**config.mk**
```make
export PLATFORM = sky130hd
export DESIGN_NAME = hbep_packer
export DESIGN_NICKNAME = d
export VERILOG_FILES = /design/src/design/huffman_byte_encoder_packer_top_defines.svh /design/src/design/hbep_pkg.sv /design/src/design/hbep_packer.sv
export SDC_FILE = /design/constraint.sdc
export NUM_CORES = 1
export LEC_CHECK = 0
export ABC_CLOCK_PERIOD_IN_PS = 4800
export BUFFER_PORTS_ARGS = -buffer_cell sky130_fd_sc_hd__buf_2
export CAP_MARGIN = 20
export CORE_MARGIN = 5
export CORE_UTILIZATION = 40
export CTS_CLUSTER_SIZE = 20
export DETAILED_ROUTE_END_ITERATION = 16
export PLACE_DENSITY_LB_ADDON = 0.05
export SYNTH_ARGS = -nofsm -noshare
export SYNTH_HDL_FRONTEND = slang
export SYNTH_SLANG_ARGS = --single-unit
```
**constraint.sdc**
```tcl
create_clock -name clk -period 4.8 [get_ports clk]
set_clock_uncertainty 0.05 [all_clocks]
set_input_delay 0.48 -clock clk [delete_from_list [all_inputs] [get_ports clk]]
set_output_delay 0.48 -clock clk [all_outputs]
set_load 0.1 [all_outputs]
```
**src/design/huffman_byte_encoder_packer_top_defines.svh**
```systemverilog
// ----------------------------------------------------------------------------
// Assertion macros for the Huffman byte encoder and packer
// Clocked assertion helpers that compile away for synthesis.
// ----------------------------------------------------------------------------
`ifndef HUFFMAN_BYTE_ENCODER_PACKER_TOP_DEFINES_SVH
`define HUFFMAN_BYTE_ENCODER_PACKER_TOP_DEFINES_SVH

`ifndef SYNTHESIS
// Property that must hold at every rising edge outside reset.
`define HBEP_ASSERT(lbl, clk, rst_n, prop) \
  lbl: assert property (@(posedge clk) disable iff (!rst_n) (prop)) \
    else $error("%m: assertion failed");
// Condition that must never be true outside reset.
`define HBEP_ASSERT_NEVER(lbl, clk, rst_n, cond) \
  lbl: assert property (@(posedge clk) disable iff (!rst_n) !(cond)) \
    else $error("%m: forbidden condition seen");
`else
`define HBEP_ASSERT(lbl, clk, rst_n, prop)
`define HBEP_ASSERT_NEVER(lbl, clk, rst_n, cond)
`endif

`endif

```
**src/design/hbep_pkg.sv**
```systemverilog
// ----------------------------------------------------------------------------
// Huffman byte encoder package
// Widths, command codes and the structs passed between the pipeline stages.
// ----------------------------------------------------------------------------
package hbep_pkg;

  localparam int unsigned SYM_W            = 8;
  localparam int unsigned CODE_W           = 32;
  localparam int unsigned LEN_W            = 6;
  localparam int unsigned BYTE_W           = 8;
  localparam int unsigned PEND_W           = 7;
  localparam int unsigned FILL_W           = 3;
  localparam int unsigned NBYTE_W          = 3;
  localparam int unsigned ACC_W            = CODE_W + PEND_W;
  localparam int unsigned TABLE_DEPTH      = 256;
  localparam int unsigned MAX_CODE_LEN_DEF = 32;
  localparam int unsigned IN_TDATA_W       = 48;
  localparam int unsigned OUT_TDATA_W      = 16;

  // Command carried in the input tuser.
  typedef enum logic [1:0] {
    CMD_LOAD   = 2'd0,
    CMD_ENCODE = 2'd1,
    CMD_FLUSH  = 2'd2
  } cmd_t;

  // Item after the table read.
  typedef struct packed {
    logic              valid;
    cmd_t              cmd;
    logic [LEN_W-1:0]  len;   // zero when the symbol adds nothing
    logic [CODE_W-1:0] code;
  } lookup_t;

  // Group of output bytes handed to the emitter, first byte in the top bits.
  typedef struct packed {
    logic               valid;
    logic [CODE_W-1:0]  word;
    logic [NBYTE_W-1:0] nbytes;
    logic               bvalid;
    logic [FILL_W-1:0]  fill;
  } packet_t;

endpackage

```
**src/design/hbep_packer.sv**
```systemverilog
// ----------------------------------------------------------------------------
// Bit packer
// Appends codes to the pending bits and splits off the complete bytes.
// A flush turns the pending bits into one right-aligned final byte.
// ----------------------------------------------------------------------------
module hbep_packer (
  input  logic              clk,
  input  logic              rst_n,
  input  hbep_pkg::lookup_t lk,
  output logic              lk_ready,
  output hbep_pkg::packet_t pk,
  input  logic              pk_ready
);
  import hbep_pkg::*;

  logic [PEND_W-1:0]  pend_bits_r, pend_bits_nxt;
  logic [FILL_W-1:0]  pend_cnt_r, pend_cnt_nxt;
  logic [CODE_W:0]    mask;
  logic [CODE_W-1:0]  code_m;
  logic [ACC_W-1:0]   acc;
  logic [LEN_W-1:0]   count;
  logic [NBYTE_W-1:0] nbytes;
  logic [FILL_W-1:0]  rem;
  logic [CODE_W-1:0]  emit;
  logic [LEN_W-1:0]   lshift;
  logic               is_enc;
  logic               is_flush;
  logic               has_pkt;
  logic               fire;

  // Append the code below the pending bits.
  always_comb begin
    mask   = (CODE_W+1)'(((CODE_W+1)'(1) << lk.len) - (CODE_W+1)'(1));
    code_m = lk.code & mask[CODE_W-1:0];
    acc    = (ACC_W'(pend_bits_r) << lk.len) | ACC_W'(code_m);
    count  = LEN_W'(pend_cnt_r) + lk.len;
    nbytes = count[LEN_W-1:FILL_W];
    rem    = count[FILL_W-1:0];
    emit   = CODE_W'(acc >> rem);
    lshift = {3'(3'd4 - nbytes), 3'b000};
  end

  assign is_enc   = lk.valid && lk.cmd == CMD_ENCODE && lk.len != '0;
  assign is_flush = lk.valid && lk.cmd == CMD_FLUSH;
  assign has_pkt  = is_flush || (is_enc && nbytes != '0);
  assign fire     = lk.valid && (!has_pkt || pk_ready);
  assign lk_ready = !lk.valid || fire;

  // Packet toward the emitter.
  always_comb begin
    pk.valid = has_pkt;
    if (is_flush) begin
      pk.word   = {1'b0, pend_bits_r, 24'd0};
      pk.nbytes = NBYTE_W'(1);
      pk.bvalid = (pend_cnt_r != '0);
      pk.fill   = FILL_W'(-pend_cnt_r);
    end else begin
      pk.word   = emit << lshift;
      pk.nbytes = nbytes;
      pk.bvalid = 1'b1;
      pk.fill   = '0;
    end
  end

  // Next pending state.
  always_comb begin
    pend_bits_nxt = pend_bits_r;
    pend_cnt_nxt  = pend_cnt_r;
    if (fire && is_flush) begin
      pend_bits_nxt = '0;
      pend_cnt_nxt  = '0;
    end else if (fire && is_enc) begin
      pend_bits_nxt = acc[PEND_W-1:0] & PEND_W'((8'd1 << rem) - 8'd1);
      pend_cnt_nxt  = rem;
    end
  end

  always_ff @(posedge clk) begin
    if (!rst_n) begin
      pend_bits_r <= '0;
      pend_cnt_r  <= '0;
    end else begin
      pend_bits_r <= pend_bits_nxt;
      pend_cnt_r  <= pend_cnt_nxt;
    end
  end

endmodule

```
== Word level (Yosys, flattened, before mapping) ==
Index checks and enable logic that the tools add are counted.

* Flip-flop bits (word level): 10
* Input bits: 44
* Word-level logic and storage cells: 35

* Add/sub/neg operators: 5
* Equality and inequality tests: 2
* Shift-type cells: 5
* Mux-type cells: 1
* Bitwise gates (word level): 4
* Reduce and logical (&&, ||, !) cells: 16

{| class="wikitable"
|+ Operators by type and width
! operator !! number
|-
| $mux W39 || 1
|-
| $or A39 B32 Y39 || 1
|-
| $shl A7 B6 Y39 || 1
|-
| $shr A39 B3 Y32 || 1
|-
| $and A32 B32 Y32 || 1
|-
| $shl A1 B6 Y32 const A || 1
|-
| $shl A32 B6 Y32 || 1
|-
| $sub A32 B2 Y32 const B || 1
|-
| $and A7 B7 Y7 || 1
|-
| $logic_and A1 B1 Y1 || 7
|-
| $shl A1 B3 Y7 const A || 1
|-
| $sub A7 B1 Y7 const B || 1
|-
| $add A3 B6 Y6 || 1
|-
| $reduce_bool A3 Y1 || 2
|-
| $reduce_bool A6 Y1 || 1
|-
| $logic_or A1 B1 Y1 || 3
|-
| $neg A3 Y3 || 1
|-
| $sub A3 B3 Y3 const A || 1
|-
| $eq A2 B1 Y1 const B || 1
|-
| $eq A2 B2 Y1 const B || 1
|-
| $logic_not A1 Y1 || 2
|-
| $reduce_or A2 Y1 || 1
|-
| $not A1 Y1 || 1
|}

== Logic depth before layout (Yosys ltp) ==
* Word-level depth: 10
* Gate-level depth with buffers: 18

== Worst setup path before layout ==
OpenSTA, ideal clock, no wires.

* Path type: input-to-output
* Start: input lk[34] in the netlist's numbering
* End: output pk[37] in the netlist's numbering
* Data arrival time: 5,670 ps
* Data required time: 4,270 ps
* Setup slack: -1,400 ps
* Stages on the path: 16
* Cells stage by stage: buf_2 -> buf_2 -> buf_2 -> buf_2 -> nor3_1 -> nand2_1 -> ha_1 -> clkbuf_1 -> or4b_1 -> a21oi_1 -> o21a_1 -> o22ai_1 -> mux4_2 -> nor2_1 -> a31oi_1 -> a311oi_1

{| class="wikitable"
|+ RTL lines
! item !! RTL line !! text
|-
| start, declared || hbep_packer.sv:9 || <nowiki>input hbep_pkg::lookup_t lk,</nowiki>
|-
| end, declared || hbep_packer.sv:11 || <nowiki>output hbep_pkg::packet_t pk,</nowiki>
|}

==> out/summary.txt <==
Non-filler instance count after layout - 958
Global-route wire length before repair - 35.8 mm
Yosys cell types - 88
Logic pwr share - 0.839
Sw Pwr - 0.925 mW
Max Cap Viol - 0
Worst setup SP type - input port
CP most frequent cell - buf_4
Synthesized flop and latch total - 10
Crit path to - pk[37]
Post-synth EDFFs - 0
Clock-pin slew on the worst setup and hold paths - 0.04 ns
Dpl hpwl - 18.3 mm
Syn Inst Count - 735
FF-to-FF Start - pend_cnt_r[0]
CP Depth - 13
Die area - 14,700 um^2
Setup ws final - 0.136 ns
Crit Path Max Fanout - 15
Hold crit path type - reg2reg
# fillers - 1,264
Crit-path leading delay family - buffers and inverters
Mapped Nets - 789
Min cycle time layout - 4.66 ns
Drt drc - 0
Clock Latency Late Sink - 0.24 ns
Vias in the first global route - 6,170
RD Place Congestion - 1.08
Synthesis-to-layout area growth - 27.0%
Final period util - 0.972
TritonCTS buffer count - 3
Worst relative slew slack - 0.379
CP Capture Type - output port
Final wirelength - 23.3 mm
Worst EP arrival - 4.13 ns
Worst VDD drop - 0.312 mV
Root Buffer - clkbuf_16
Worst Setup Path Type - in2out
Share of cells above drive strength 1 - 0.257
Synthesized area - 4970 um^2
Register area share after synthesis - 0.0403
CP max stage delay - 0.77 ns
Htree depth - 1
Net count, final - 845
Setup TNS Final - 0 ns
Syn avg cell area - 6.76 um^2
Core area - 12,100 um^2
Top_reg_cell synth - dfxtp_1
Initial antenna violation count - 0
CP bufs+invs - 6
Syn. warnings - 0
Power Density - 252 nW/um^2
Worst r2r dst - pend_bits_r[2]
Total gr overflow - 0
Vias per cell - 6.91
Sw Share - 0.581
Antenna Cells - 0
Critical path launch point - lk[32]
Detail Route Antenna Nets - 0
Worst hold start - pend_cnt_r[2]
IO Port Bufs - 84
Final hold vios - 0
R2r worst-path depth - 13
Int Power - 0.667 mW
LEAKAGE - 2.43 nW
Final setup viols - 0
GR Util All Layers - 0.305
Part of the power in the clock network - 0.103
Fin. max-slew vios - 0
Drt pass-1 iters - 6
Routed WL per cell - 24.3 um
TritonCTS clock tree - built
CP Cell Sequence - buf_2 -> buf_4 -> ha_1 -> fa_2 -> inv_1 -> buf_4 -> a221oi_1 -> o31ai_1 -> buf_4 -> mux2_2 -> a211oi_1 -> a311oi_2 -> buf_12
Async set-reset flop share out of synthesis - 0
CTS max path bufs - 2
# IOs - 85
Grt met3 use - 0.0531
CTS Sinks - 10
Routed via count - 6,618
Status - completed
Most common cell after layout, fill and taps aside - nand2_1
Largest net degree at the start of global routing - 52
Worst-margin pin slew - 0.929 ns
Placed cells - 954
Initial core utilization - 0.410
Place WS - 0.136 ns
Met2 Use GR - 0.482
Crit-path slowest cell - fa_2
Most frequent cells in the layout - nand2_1 (77), nor2_1 (75), buf_2 (51), a21oi_1 (39), buf_4 (39)
Initial DRC count - 1,294
Met1 Use GR - 0.435
Row cnt - 40
CP required - 4.27 ns
Seq pwr share - 0.058
Die height - 121 um
Final core occ - 0.521
FMAX - 214 MHz
GRT busiest layer - met2
Die W - 121 um
R2R setup slack - 1.36 ns
RSZ-0062 raised after global routing - no
==> registers in the layout, summed over array words and instances (netlist names) <==
name / cells
pend_bits_r: 7
pend_cnt_r: 3
==> cell usage after synthesis, types with 5 or more instances <==
master / instances / area, um^2
a211o_1: 5 / 43.8
a211oi_1: 15 / 113
a21o_1: 8 / 60.1
a21oi_1: 42 / 210
a221o_1: 6 / 60.1
a22o_1: 6 / 52.6
a22oi_1: 10 / 75.1
a31oi_1: 10 / 62.6
a32o_1: 5 / 50.1
a32oi_1: 9 / 78.8
and2_1: 10 / 62.6
and3_1: 9 / 56.3
buf_1: 6 / 22.5
buf_2: 18 / 90.1
buf_6: 6 / 67.6
clkbuf_1: 42 / 158
dfxtp_1: 10 / 200
ha_1: 9 / 113
inv_1: 21 / 78.8
mux2_2: 14 / 158
mux2i_1: 31 / 310
mux4_2: 10 / 225
nand2_1: 78 / 293
nand2b_1: 9 / 56.3
nand3_1: 19 / 95.1
nor2_1: 78 / 293
nor2b_1: 11 / 68.8
nor3_1: 24 / 120
nor3b_1: 6 / 45.0
o2111ai_1: 5 / 43.8
o211a_1: 5 / 50.1
o211ai_1: 14 / 105
o21a_1: 9 / 67.6
o21ai_0: 31 / 155
o221ai_1: 12 / 105
o22ai_1: 16 / 100
o31a_1: 6 / 52.6
o31ai_1: 10 / 75.1
o32ai_1: 5 / 43.8
or3_1: 5 / 31.3
==> final cells by class <==
class | count | area (um^2) | share of cell area
well taps | 168 | 210 | 0.0333
repair buffers | 125 | 1250 | 0.198
flip-flops and latches | 10 | 200 | 0.0317
multi-input cells | 629 | 4480 | 0.710
clock buffers | 4 | 88.8 | 0.0141
inverters | 22 | 82.6 | 0.0131
==> power groups by stage <==
stage          logic, mW  clock network, mW  registers [mW]
4_1_cts             1.31              0.165          0.0919
3_3_place_gp        1.31                  0          0.0932
6_report            1.34              0.164          0.0921
3_5_place_dp        1.31                  0          0.0934
5_1_grt             1.39              0.167          0.0924
2_1_floorplan      0.886                  0          0.0895
==> worst min path at each step <==
stage                                to  slack [ns]  cells past startpoint
after floorplan           pend_cnt_r[2]        0.44                      2
after global placement    pend_cnt_r[2]        0.50                      2
after detailed placement  pend_cnt_r[2]        0.52                      2
after CTS                 pend_cnt_r[2]        0.55                      2
after global routing      pend_cnt_r[1]        0.57                      2
final                     pend_cnt_r[2]        0.54                      2
==> cell families after synthesis <==
kind of cell    after synthesis  share of synthesized area
mux                          58                      0.148
xor+xnor                      6                     0.0106
buf+inv                      96                     0.0877
flops                        10                     0.0403
compound gates              267                      0.392
fa+ha+maj                    10                     0.0267
simple gates                288                      0.295
==> stage by stage <==
stage / cell area, um^2 / total power, mW / hold slack, ns
3_5_place_dp: 6210 / 1.40 / 0.524
2_1_floorplan: 5160 / 0.975 / 0.444
5_1_grt: 6310 / 1.65 / 0.571
6_report: 6310 / 1.59 / 0.538
3_3_place_gp: 6210 / 1.40 / 0.497
4_1_cts: 6300 / 1.57 / 0.547
==> worst reg2reg max path, delay by kind of cell (launching register included) <==
kind	cells	cell delay [ns]
xor gates and xnor gates	1	0.18
adders and majority gates	4	1.04
and+or+nand+nor	5	1.14
muxes	1	0.26
DFF	1	0.34
AOI/OAI and AO/OA	2	0.30
==> timing repair <==
| item | CTS | global route |
|---|---|---|
| setup endpoints to repair | 0 | 5 |
| buffers inserted | 0 | 0 |
| resized for setup | 0 | 1 |
| hold buffers | 0 | 0 |
==> routing by layer <==
layer | wire [um] | part of all wire | vias up
met5 | 0 | 0 | -
met4 | 532 | 0.023 | 0
met3 | 2670 | 0.11 | 48
met2 | 10600 | 0.45 | 470
met1 | 9520 | 0.41 | 3148
li1 | - | - | 2952
No activity file was read; power rests on OpenSTA's default activity.
