`src/design/huffman_byte_encoder_packer_top_defines.svh`:
```
// ----------------------------------------------------------------------------
// Assertion macros for the Huffman byte encoder and packer
// Clocked assertion helpers that compile away for synthesis.
// ----------------------------------------------------------------------------
`ifndef HUFFMAN_BYTE_ENCODER_PACKER_TOP_DEFINES_SVH
`define HUFFMAN_BYTE_ENCODER_PACKER_TOP_DEFINES_SVH

`ifndef SYNTHESIS
// Property that must hold at every rising edge outside reset.
`define HBEP_ASSERT(lbl, clk, rst_n, prop) \
  lbl: assert property (@(posedge clk) disable iff (!rst_n) (prop)) \
    else $error("%m: assertion failed");
// Condition that must never be true outside reset.
`define HBEP_ASSERT_NEVER(lbl, clk, rst_n, cond) \
  lbl: assert property (@(posedge clk) disable iff (!rst_n) !(cond)) \
    else $error("%m: forbidden condition seen");
`else
`define HBEP_ASSERT(lbl, clk, rst_n, prop)
`define HBEP_ASSERT_NEVER(lbl, clk, rst_n, cond)
`endif

`endif

```
`src/design/hbep_pkg.sv`:
```
// ----------------------------------------------------------------------------
// Huffman byte encoder package
// Widths, command codes and the structs passed between the pipeline stages.
// ----------------------------------------------------------------------------
package hbep_pkg;

  localparam int unsigned SYM_W            = 8;
  localparam int unsigned CODE_W           = 32;
  localparam int unsigned LEN_W            = 6;
  localparam int unsigned BYTE_W           = 8;
  localparam int unsigned PEND_W           = 7;
  localparam int unsigned FILL_W           = 3;
  localparam int unsigned NBYTE_W          = 3;
  localparam int unsigned ACC_W            = CODE_W + PEND_W;
  localparam int unsigned TABLE_DEPTH      = 256;
  localparam int unsigned MAX_CODE_LEN_DEF = 32;
  localparam int unsigned IN_TDATA_W       = 48;
  localparam int unsigned OUT_TDATA_W      = 16;

  // Command carried in the input tuser.
  typedef enum logic [1:0] {
    CMD_LOAD   = 2'd0,
    CMD_ENCODE = 2'd1,
    CMD_FLUSH  = 2'd2
  } cmd_t;

  // Item after the table read.
  typedef struct packed {
    logic              valid;
    cmd_t              cmd;
    logic [LEN_W-1:0]  len;   // zero when the symbol adds nothing
    logic [CODE_W-1:0] code;
  } lookup_t;

  // Group of output bytes handed to the emitter, first byte in the top bits.
  typedef struct packed {
    logic               valid;
    logic [CODE_W-1:0]  word;
    logic [NBYTE_W-1:0] nbytes;
    logic               bvalid;
    logic [FILL_W-1:0]  fill;
  } packet_t;

endpackage

```
`src/design/hbep_emitter.sv`:
```
// ----------------------------------------------------------------------------
// Byte emitter
// Holds one packet and moves its bytes into the output register, one per cycle
// while the output is not stalled. A packet's last byte has the last flag.
// ----------------------------------------------------------------------------
`include "huffman_byte_encoder_packer_top_defines.svh"

module hbep_emitter (
  input  logic                         clk,
  input  logic                         rst_n,
  input  hbep_pkg::packet_t            pk,
  output logic                         pk_ready,
  output logic                         out_valid,
  output logic [hbep_pkg::BYTE_W-1:0]  out_byte,
  output logic                         out_bvalid,
  output logic [hbep_pkg::FILL_W-1:0]  out_fill,
  output logic                         out_last,
  input  logic                         out_ready
);
  import hbep_pkg::*;

  logic               pk_valid_r;
  logic [CODE_W-1:0]  word_r;
  logic [NBYTE_W-1:0] nleft_r;
  logic               bvalid_r;
  logic [FILL_W-1:0]  fill_r;
  logic               out_valid_r;
  logic [BYTE_W-1:0]  out_byte_r;
  logic               out_bvalid_r;
  logic [FILL_W-1:0]  out_fill_r;
  logic               out_last_r;
  logic               mv;
  logic               last_byte;

  assign last_byte = (nleft_r == NBYTE_W'(1));
  assign mv        = pk_valid_r && (!out_valid_r || out_ready);
  assign pk_ready  = !pk_valid_r || (mv && last_byte);

  // Packet holding register and output register control.
  always_ff @(posedge clk) begin
    if (!rst_n) begin
      pk_valid_r  <= 1'b0;
      out_valid_r <= 1'b0;
    end else begin
      if (pk_ready && pk.valid) begin
        pk_valid_r <= 1'b1;
      end else if (mv && last_byte) begin
        pk_valid_r <= 1'b0;
      end
      if (mv) begin
        out_valid_r <= 1'b1;
      end else if (out_ready) begin
        out_valid_r <= 1'b0;
      end
    end
  end

  // Payload registers.
  always_ff @(posedge clk) begin
    if (pk_ready && pk.valid) begin
      word_r   <= pk.word;
      nleft_r  <= pk.nbytes;
      bvalid_r <= pk.bvalid;
      fill_r   <= pk.fill;
    end else if (mv) begin
      word_r  <= word_r << BYTE_W;
      nleft_r <= nleft_r - NBYTE_W'(1);
    end
    if (mv) begin
      out_byte_r   <= word_r[CODE_W-1 -: BYTE_W];
      out_bvalid_r <= bvalid_r;
      out_fill_r   <= fill_r;
      out_last_r   <= last_byte;
    end
  end

  assign out_valid  = out_valid_r;
  assign out_byte   = out_byte_r;
  assign out_bvalid = out_bvalid_r;
  assign out_fill   = out_fill_r;
  assign out_last   = out_last_r;

  // A held packet always has between one and four bytes left.
  `HBEP_ASSERT(a_nleft_range, clk, rst_n,
    !pk_valid_r || (nleft_r != '0 && nleft_r <= NBYTE_W'(4)))
  // An empty flush result closes its request and has no padding.
  `HBEP_ASSERT(a_empty_flush, clk, rst_n,
    !(out_valid_r && !out_bvalid_r) || (out_last_r && out_fill_r == '0))
  // Padding only appears on a final byte.
  `HBEP_ASSERT_NEVER(a_fill_not_last, clk, rst_n,
    out_valid_r && out_fill_r != '0 && !out_last_r)
  // A packet is taken only when the previous one has drained.
  `HBEP_ASSERT(a_no_overwrite, clk, rst_n,
    !(pk_valid_r && !(mv && last_byte)) || !pk_ready)

endmodule

```
`config.mk`:
```
export PLATFORM = sky130hd
export DESIGN_NAME = hbep_emitter
export DESIGN_NICKNAME = d
export VERILOG_FILES = /design/src/design/hbep_pkg.sv /design/src/design/hbep_emitter.sv
export VERILOG_INCLUDE_DIRS = /design/src /design/src/design
export SDC_FILE = /design/constraint.sdc
export NUM_CORES = 1
export LEC_CHECK = 0
export BUFFER_PORTS_ARGS = -buffer_cell sky130_fd_sc_hd__buf_2
export CORE_MARGIN = 5
export CORE_UTILIZATION = 50
export CTS_CLUSTER_DIAMETER = 40
export DETAILED_ROUTE_END_ITERATION = 10
export GPL_TIMING_DRIVEN = 0
export PLACE_DENSITY = 0.85
export SLEW_MARGIN = 20
export SYNTH_ARGS = -nofsm -noshare
export SYNTH_HDL_FRONTEND = slang
export SYNTH_SLANG_ARGS = --single-unit
export TNS_END_PERCENT = 5
```
`constraint.sdc`:
```
create_clock -name clk -period 3.6 [get_ports clk]
set_clock_uncertainty 0.15 [all_clocks]
set_input_delay 0.54 -clock clk [delete_from_list [all_inputs] [get_ports clk]]
set_output_delay 0.54 -clock clk [all_outputs]
set_load 0.02 [all_outputs]
```
# Word level (Yosys, flattened, before mapping)

Cells that the tools add are included.

Add/sub/neg operators: 1
Eq/ne operators: 1
Multiplexer cells: 8
Reduce and logical (&&, ||, !) cells: 10

Operators with widths:

| cell                  | number |
|---|---|
| $mux W32              | 2 |
| $mux W3               | 2 |
| $reduce_bool A2 Y1    | 3 |
| $mux W1               | 4 |
| $eq A3 B1 Y1 const B  | 1 |
| $logic_and A1 B1 Y1   | 3 |
| $sub A3 B1 Y3 const B | 1 |
| $logic_not A1 Y1      | 2 |
| $logic_or A1 B1 Y1    | 2 |

Register bits: 54
Output and inout bits: 15
Word-level logic and storage cells: 30

# Depth between registers and ports, before layout

Gate-level depths: netlist of run 1.

Depth in word-level cells: 7
Mapped depth: 7
Depth with buffers taken out: 6

# Worst setup path after synthesis of run 1

Ideal clock, no wire load.

Kind: input port to flip-flop
From: in out_ready
To: reg nleft_r[0], enable pin
Data arrival time: 2,064 ps
Path slack: 995 ps
Stages: 3
Cell sequence: nor2b_4 -> nor2b_1 -> a21o_1

Word-level cells in the longest chain between the ends: 6

Ends and longest elaborated chain:

| element                        | RTL line           | RTL |
|---|---|---|
| start: declaration             | hbep_emitter.sv:18 | `input logic out_ready` |
| $logic_or A1 B1 Y1 *           | hbep_emitter.sv:36 | `assign mv = pk_valid_r && (!out_valid_r \|\| out_ready);` |
| $logic_and A1 B1 Y1 *          | hbep_emitter.sv:36 |  |
| net mv                         | hbep_emitter.sv:32 | `logic mv;` |
| $logic_and A1 B1 Y1            | hbep_emitter.sv:37 | `assign pk_ready = !pk_valid_r \|\| (mv && last_byte);` |
| $logic_or A1 B1 Y1             | hbep_emitter.sv:37 |  |
| $logic_and A1 B1 Y1            | hbep_emitter.sv:60 | `if (pk_ready && pk.valid) begin` |
| $reduce_bool A2 Y1 (no line) * | -                  |  |
| end signal: assignment         | hbep_emitter.sv:62 | `nleft_r <= pk.nbytes;` |
| end signal: assignment         | hbep_emitter.sv:67 | `nleft_r <= nleft_r - NBYTE_W'(1);` |
| end: declaration               | hbep_emitter.sv:24 | `logic [NBYTE_W-1:0] nleft_r;` |

Mark *: on every way through the listed nets, which the timed path passes. The rest lies on a longest branch.
A chain may end at the register's enable or synchronous reset.

# Worst setup path after layout of run 1

From: reg nleft_r[1]
To: reg word_r[19], enable pin

Word-level cells in the longest chain between the ends: 5

Ends and longest elaborated chain:

| element                      | RTL line           | RTL |
|---|---|---|
| $eq A3 B1 Y1                 | hbep_emitter.sv:35 | `assign last_byte = (nleft_r == NBYTE_W'(1));` |
| $logic_and A1 B1 Y1          | hbep_emitter.sv:37 |  |
| $logic_or A1 B1 Y1           | hbep_emitter.sv:37 |  |
| $logic_and A1 B1 Y1          | hbep_emitter.sv:60 |  |
| $reduce_bool A2 Y1 (no line) | -                  |  |
| end signal: assignment       | hbep_emitter.sv:61 | `word_r <= pk.word;` |
| end signal: assignment       | hbep_emitter.sv:66 | `word_r <= word_r << BYTE_W;` |
| end: declaration             | hbep_emitter.sv:23 | `logic [CODE_W-1:0] word_r;` |

No other way between the ends.

==> run metrics, run 1 <==
Critical Path Sink Type=flop; Final Hold Viols=0; core area=4380 um^2; Starting Density=a little over half; GR Util All Layers=between 10% and 20%; CTS clock-pin slew for the worst setup and hold paths=0.09 ns; clk root buf=clkbuf_8; CTS Buf Count=5; synthesized instance count=between 150 and 200; IO Count=58; status=completed; CTS max path bufs=2; most frequent cells in the layout=buf_2 (60), edfxtp_1 (52), nand2_1 (50); largest fanout on the critical path=35; buffers and inverters on the worst path=3; Final min period=around 2.4 ns; Post-Syn Area per Cell=13.3 um^2; worst skew pair latency=0.30 ns; most frequent CP cell=inv_1; die area=~6000 um^2; routed via count=between 1500 and 2000; unrepaired setup endpoints after global routing=false; required time worst endpoint=between 3 and 4 ns; Synthesized Nets=217; die width=77.6 um; Core Util, Final=62.4%; gpl congestion=0.710; Placed Instances=280; Area Growth Syn to Fin=19.8%; H-tree depth=2; routed vias/inst=between 5 and 6; largest net degree at the start of global routing=36; CTS tree=yes; sequential area share after synthesis=70.2%; initial antenna violation count=0; detailed-router iteration count before antenna repair=4; detailed placement HPWL=2940 um; slowest stage delay, CP=0.66 ns; synthesized cell area=2280 um^2; part of the cycle the worst path needs=~65%; drc violations=0; # Max-Cap Violations=0; Port Buf Inserts=56; Rows=24; number of global-route vias before repair=1516; layout net count=between 200 and 300; FF+latch count, synth=54; drt first-iter violations=81; Overflow after GRT=0; ant diodes=0; first-pass GRT wire length=6490 um; Pleak=1.15 nW; post-CTS sizing=0; Startpoint Class=flop; Die Height=about 78 um; Finish-stage setup viols=0; Netlist cell types=27; fmax=0.425 GHz; antenna-violating nets left=0; clock sink count=54; Cell Count, Final, Fillers Out=287; final wirelength=4120 um; Setup TNS Final=0 ns; drt wl/cell=~14 um; cts hold-fix bufs=0; Min-Delay Path Class=in2reg; crit path cell chain=inv_1, ha_1, nand2b_4, o21a_1, inv_1, buf_2, a21o_2; fraction of layout cells with a size suffix above 1=around a third; Setup Buffers After CTS=0; Slew Viols, Final=0; Critical Path AT=2.14 ns; layout filler cell count=approximately 360; Setup CP Type=reg2reg; P per Cell Area=about 520 nW/um^2; slowest cell on the critical path=a21o_2; Synthesis Warnings=0; Worst path top cell family by delay=compound AO/OA/AOI/OAI gates; maximum VDD drop=0.231 mV; commonest non-fill, non-tap cell in the layout=buf_2; Slew headroom=48.4%; Slew @ Worst Pin=about 0.77 ns
-- cell type report --
class | count | area [um^2] | share of cell area, %
Tap cell | 52 | 65.1 | 2.38
Timing Repair Buffer | 56 | 280 | 10.3
Multi-Input combinational cell | 100 | 563 | 20.6
Buffer | 13 | 103 | 3.75
Clock inverter | 2 | 33.8 | 1.24
Inverter | 5 | 18.8 | 0.686
Clock buffer | 5 | 68.8 | 2.52
Sequential cell | 54 | 1600 | 58.6
-- worst paths after layout --
path                   start          end  slack [ns]  cells past startpoint
hold / removal         pk[3]     bvalid_r        0.27                      1
setup / recovery  nleft_r[1]   word_r[19]        1.25                      7
hold reg to reg   word_r[31]  out_byte[7]        0.27                      0
setup reg to reg  nleft_r[1]   word_r[19]        1.25                      7
-- report_power, final --
group	total (W)	switching (W)	internal, W
Combinational	0.000227	0.000131	0.0000959
Sequential	0.000817	0.0000204	0.000796
Clock	0.000381	0.000180	0.000201
Total	0.00142	0.000331	0.00109
-- worst register-to-register path: cells and delay by family (launching register included) --
kind | cells | cell delay (ns)
AOI/OAI and AO/OA | 2 | 0.86
DFF | 1 | 0.37
buffers and inverters | 3 | 0.33
adders and majority gates | 1 | 0.19
and+or+nand+nor | 1 | 0.09
-- sequential cells by signal (all words and copies together), names as in the netlist --
name,count
out_bvalid,1
word_r,32
pk_valid_r,1
fill_r,3
out_byte,8
out_last,1
nleft_r,3
out_valid,1
bvalid_r,1
out_fill,3
-- layer usage --
| metal | track usage [%] | share of wire (%) | vias to the layer above |
|---|---|---|---|
| li1 | - | - | 751 |
| met1 | 15.5 | 41 | 689 |
| met2 | 23.8 | 49 | 52 |
| met3 | 4.05 | 7.3 | 9 |
| met4 | 7.04 | 2.3 | 0 |
| met5 | 0 | 0 | - |
-- cell families after synthesis --
kind of cell / synth area share, %
DFF: 70.2
adders and majority gates: 1.10
xor gates and xnor gates: 0.384
buffers and inverters: 5.32
AOI/OAI and AO/OA: 9.70
and+or+nand+nor: 13.3
-- cell usage after synthesis --
cell,number,area [um^2]
nor2_1,1,3.75
o32a_1,1,10.0
nand2_1,50,188
nand2b_1,2,12.5
clkbuf_1,3,11.3
nor2b_1,1,6.26
ha_1,2,25.0
a21o_1,1,7.51
dfxtp_1,2,40.0
buf_4,1,7.51
xnor2_1,1,8.76
nor2b_4,1,13.8
o22ai_2,1,12.5
inv_1,4,15.0
nand2b_4,1,13.8
edfxtp_1,52,1560
o22ai_1,24,150
buf_6,3,33.8
buf_8,2,30.0
inv_2,1,3.75
and3_1,8,50.1
nor3_4,1,16.3
o311ai_0,1,8.76
o21a_1,2,15.0
o31a_2,1,10.0
a21boi_0,1,7.51
buf_2,4,20.0
-- stage by stage --
step	instance area, um^2	setup WS [ns]	hold WS [ns]	total power (W)
after global placement	2630	0.464	0.250	0.00105
after floorplan	2280	0.995	0.250	0.000988
after CTS	2730	0.973	0.254	0.00143
after global routing	2730	1.09	0.247	0.00148
after detailed placement	2630	0.716	0.255	0.00106
final	2730	1.25	0.266	0.00142
Note: power is estimated with default switching activity, not from simulation.
==> run 2: changes to the inputs <==
- clock period: 3.6 -> 2.2 ns (I/O delays scaled with it)
==> run metrics, run 2 (synthesized netlist as in run 1, its figures left out) <==
status=completed (unchanged); Comb pwr share=16.1% (was 15.9%); Area Growth Syn to Fin=20.9% (was 19.8%); Critical Path AT=1.62 ns (was 2.14 ns); Rows=24 (unchanged); routed via count=1504 (was 1501); CTS clock-pin slew for the worst setup and hold paths=0.09 ns (about the same); part of the cycle the worst path needs=95.3%; Clock Power Share=27.7% (was 26.7%); layout net count=280 (unchanged); worst skew pair latency=0.31 ns (was 0.30 ns); fraction of layout cells with a size suffix above 1=34.7% (was 34.0%); final instance area=2760 um^2 (was 2730 um^2); IO Count=58 (unchanged); Final Hold Viols=0 (unchanged); Post-DP Area=2630 um^2 (about the same); largest net degree at the start of global routing=36 (unchanged); Slew Viols, Final=0 (unchanged); die width=77.6 um (unchanged); ant diodes=0 (unchanged); max reg flops=32 (unchanged); Final min period=2.10 ns; largest fanout on the critical path=10 (was 35); Placed Instances=280 (unchanged); CTS Buf Count=5 (unchanged); fmax=0.477 GHz; Cell Count, Final, Fillers Out=288 (was 287); Setup CP Type=reg2out (was reg2reg); switching power=0.000571 W (was 0.000331 W); Slew headroom=50.4% (was 48.4%); drt first-iter violations=82 (was 81); core area=4380 um^2 (unchanged); clk root buf=clkbuf_8 (unchanged); required time worst endpoint=1.72 ns (was 3.38 ns); first-pass GRT wire length=6940 um (was 6490 um); gpl congestion=0.720 (was 0.710); Switching Share=24.0% (was 23.2%); routed vias/inst=5.22 (was 5.23); Starting Density=52.1% (unchanged); clock sink count=54 (unchanged); Int Power=0.00181 W (was 0.00109 W); Finish-stage setup viols=0 (unchanged); Setup Buffers After CTS=0 (unchanged); Pleak=1.15 nW (about the same); antenna-violating nets left=0 (unchanged); GR Util All Layers=14.8% (was 13.8%); P per Cell Area=861 nW/um^2 (was 521 nW/um^2); # Max-Cap Violations=0 (unchanged); Overflow after GRT=0 (unchanged); sequential share of power=56.2% (was 57.4%); Startpoint Class=flop (unchanged); layout filler cell count=348 (was 356); final wirelength=4290 um (was 4120 um); most frequent cells in the layout=buf_2 (58), edfxtp_1 (52), nand2_1 (50) (was buf_2 (60), edfxtp_1 (52), nand2_1 (50)); detailed placement HPWL=2990 um (was 2940 um); unrepaired setup endpoints after global routing=false (unchanged); maximum VDD drop=0.512 mV (was 0.231 mV); post-CTS sizing=2 (was 0); cts hold-fix bufs=0 (unchanged); commonest non-fill, non-tap cell in the layout=buf_2 (unchanged); initial antenna violation count=0 (unchanged); Die Height=77.6 um (unchanged); Slew @ Worst Pin=0.741 ns (was 0.774 ns); largest reg by FF count=word_r (unchanged); drc violations=0 (unchanged); detailed-router iteration count before antenna repair=4 (unchanged); drt wl/cell=14.9 um (was 14.3 um); H-tree depth=2 (unchanged); CTS max path bufs=2 (unchanged); Min-Delay Path Class=in2reg (unchanged); worst hold slack=0.0388 ns (was 0.266 ns); Critical Path Sink Type=output port (was flop); CTS tree=yes (unchanged); Core Util, Final=62.9% (was 62.4%); Setup TNS Final=0 ns (unchanged); die area=6020 um^2 (unchanged); Port Buf Inserts=56 (unchanged); number of global-route vias before repair=1526 (was 1516)
==> run 2: changes by cell type in the layout (fill, tap and decap cells not counted), sizes merged <==
cell,previous run,this run
clkinv,1,0
clkbuf,8,9
clkinvlp,0,1
==> run 2: final cells by class <==
type | count | area [um^2] | share of cell area, %
Buffer | 13 | 109 | 3.95
Clock buffer | 6 | 72.6 | 2.63
Tap cell | 52 | 65.1 | 2.36
Inverter | 5 | 18.8 | 0.680
Multi-Input combinational cell | 100 | 572 | 20.7
Timing Repair Buffer | 56 | 283 | 10.2
Clock inverter | 2 | 37.5 | 1.36
Sequential cell | 54 | 1600 | 58.0
==> run 2: per-stage QoR <==
step	setup slack, ns	total power [W]
6_report	0.104	0.00238
3_5_place_dp	-0.180	0.00173
3_3_place_gp	-0.0825	0.00171
2_1_floorplan	0.0293	0.00162
4_1_cts	0.0174	0.00238
5_1_grt	0.00128	0.00247
==> run 2: worst paths after layout <==
check                           startpoint     endpoint  slack (ns)  cells past startpoint
worst max-delay path            nleft_r[1]     pk_ready        0.10                      7
worst min register to register  word_r[24]  out_byte[0]        0.28                      0
worst min-delay path                 pk[0]    fill_r[0]        0.04                      1
worst max register to register  nleft_r[1]   word_r[10]        0.13                      7
==> run 2: metal layers <==
metal / GRT usage (%) / routed length, um
met3: 4.75 / 267
met4: 5.15 / 63
met1: 16.7 / 1790
met5: 0 / 0
met2: 26.3 / 2180
==> run 2: power by group through the flow <==
stage,Combinational (W),Sequential [W],Clock [W]
after floorplan,0.000235,0.00138,0
after global placement,0.000358,0.00135,0
after detailed placement,0.000371,0.00136,0
after CTS,0.000379,0.00134,0.000663
after global routing,0.000419,0.00135,0.000699
final,0.000382,0.00134,0.000658
==> run 2: critical path, stage by stage (launching register included) <==
cell	delay [ns]
edfxtp_1	0.37
inv_1	0.10
ha_2	0.21
nand2b_4	0.08
o21a_1	0.19
inv_1	0.09
buf_6	0.13
buf_4	0.14
==> run 3: changes to the inputs <==
- clock period: 2.2 -> 2.1 ns (I/O delays scaled with it)
==> run metrics, run 3 (synthesized netlist as in run 1, its figures left out) <==
Area Growth Syn to Fin=21.1% (was 20.9%); Die Height=77.6 um (unchanged); cts hold-fix bufs=0 (unchanged); Overflow after GRT=0 (unchanged); CTS Buf Count=5 (unchanged); detailed placement HPWL=3000 um (was 2990 um); area occupied by registers=1600 um^2 (unchanged); CTS clock-pin slew for the worst setup and hold paths=0.09 ns (about the same); CTS tree=yes (unchanged); drt first-iter violations=84 (was 82); IO Count=58 (unchanged); unrepaired setup endpoints after global routing=false (unchanged); slowest stage delay, CP=0.45 ns (was 0.37 ns); area of the multi-input gates=577 um^2 (was 572 um^2); max reg flops=32 (unchanged); ant diodes=0 (unchanged); buffers and inverters on the worst path=3 (was 4); Worst path top cell family by delay=flip-flops (was buffers and inverters); Setup CP Type=reg2out (unchanged); layout net count=280 (unchanged); initial antenna violation count=0 (unchanged); Setup TNS Final=0 ns (unchanged); part of the cycle the worst path needs=96.7%; r2r startpoint=nleft_r[1] (unchanged); most frequent cells in the layout=buf_2 (58), edfxtp_1 (52), nand2_1 (50) (unchanged); switching power=0.000600 W (was 0.000571 W); die area=6020 um^2 (unchanged); Slew @ Worst Pin=0.434 ns (was 0.741 ns); Slew Viols, Final=0 (unchanged); P per Cell Area=902 nW/um^2 (was 861 nW/um^2); worst skew pair latency=0.31 ns (about the same); Rows=24 (unchanged); required time worst endpoint=1.63 ns (was 1.72 ns); Critical Path AT=1.57 ns (was 1.62 ns); clk root buf=clkbuf_8 (unchanged); final wirelength=4250 um (was 4290 um); Critical Path Sink Type=output port (unchanged); Slew headroom=70.9% (was 50.4%); fraction of layout cells with a size suffix above 1=35.6% (was 34.7%); commonest non-fill, non-tap cell in the layout=buf_2 (unchanged); slowest cell on the critical path=edfxtp_1 (unchanged); largest fanout on the critical path=10 (unchanged); crit path cell chain=ha_2, nand2b_4, o21a_1, inv_2, buf_6, buf_4 (was inv_1, ha_2, nand2b_4, o21a_1, inv_1, buf_6, buf_4); Port Buf Inserts=56 (unchanged); gpl congestion=0.708 (was 0.720); GR Util All Layers=14.1% (was 14.8%); maximum VDD drop=0.498 mV (was 0.512 mV); core area=4380 um^2 (unchanged); CTS max path bufs=2 (unchanged); Comb pwr share=16.2% (was 16.1%); post-CTS sizing=2 (unchanged); Final Hold Viols=0 (unchanged); Hold Crit Start=pk[3] (was pk[0]); Clock Power Share=27.5% (was 27.7%); Starting Density=52.1% (unchanged); sequential share of power=56.3% (was 56.2%); layout filler cell count=322 (was 348); # Max-Cap Violations=0 (unchanged); Startpoint Class=flop (unchanged); Finish-stage setup viols=0 (unchanged); largest net degree at the start of global routing=36 (unchanged); worst hold slack=0.0249 ns (was 0.0388 ns); detailed-router iteration count before antenna repair=4 (unchanged); Pleak=1.15 nW (about the same); Int Power=0.00189 W (was 0.00181 W); die width=77.6 um (unchanged); status=completed (unchanged); routed vias/inst=5.23 (was 5.22); number of global-route vias before repair=1532 (was 1526); antenna-violating nets left=0 (unchanged); Final min period=2.03 ns; routed via count=1507 (was 1504); fmax=just under 0.5 GHz; largest reg by FF count=word_r (unchanged); first-pass GRT wire length=6630 um (was 6940 um); Switching Share=24.1% (was 24.0%); drc violations=0 (unchanged); drt wl/cell=14.8 um (was 14.9 um); crit path launch=nleft_r[0] (was nleft_r[1]); H-tree depth=2 (unchanged); Setup Buffers After CTS=0 (unchanged); clock sink count=54 (unchanged); Min-Delay Path Class=in2reg (unchanged)
## run 3: worst register-to-register path, stage by stage, from the launching register on
cell      delay (ns)
edfxtp_1        0.39
inv_2           0.08
ha_2            0.18
nand2b_4        0.07
o21a_1          0.20
inv_2           0.07
buf_6           0.12
a21o_4          0.40
## run 3: final timing paths
check,to,slack (ns),cells after the start
worst max-delay path,pk_ready,0.07,6
worst min-delay path,bvalid_r,0.02,1
worst max register to register,word_r[11],0.09,7
worst min register to register,out_bvalid,0.28,0
## run 3: power groups by stage
stage | Sequential (W) | Clock [W] | Combinational, W
global route | 0.00142 | 0.000724 | 0.000440
CTS | 0.00140 | 0.000691 | 0.000403
global placement | 0.00142 | 0 | 0.000378
finish | 0.00140 | 0.000687 | 0.000404
floorplan | 0.00145 | 0 | 0.000249
detailed placement | 0.00143 | 0 | 0.000394
## run 3: final cells by class
cell class / instances / area share [%]
Inverter: 5 / 0.679
Sequential cell: 54 / 57.9
Multi-Input combinational cell: 100 / 20.9
Clock buffer: 6 / 2.63
Timing Repair Buffer: 56 / 10.2
Buffer: 13 / 3.94
Clock inverter: 2 / 1.36
Tap cell: 52 / 2.35
## run 3: per-layer routing
metal	wire (um)	track usage, %	part of all wire, %	up-vias
met1	1620	15.9	38	693
met5	0	0	0	-
li1	-	-	-	752
met2	2180	24.7	51	52
met4	79	6.01	1.9	0
met3	363	4.17	8.5	10
## run 3: metrics by stage
stage / area (um^2) / util (%) / setup slack (ns) / total power (W) / std cells
final: 2760 / 63.0 / 0.0697 / 0.00249 / 288
after global routing: 2760 / 63.0 / 0.00414 / 0.00259 / 288
after CTS: 2750 / 62.8 / 0.00259 / 0.00250 / 288
after detailed placement: 2640 / 60.2 / 0.00553 / 0.00182 / 280
after global placement: 2640 / 60.2 / 0.0599 / 0.00180 / 280
after floorplan: 2290 / - / 0.138 / 0.00170 / 172
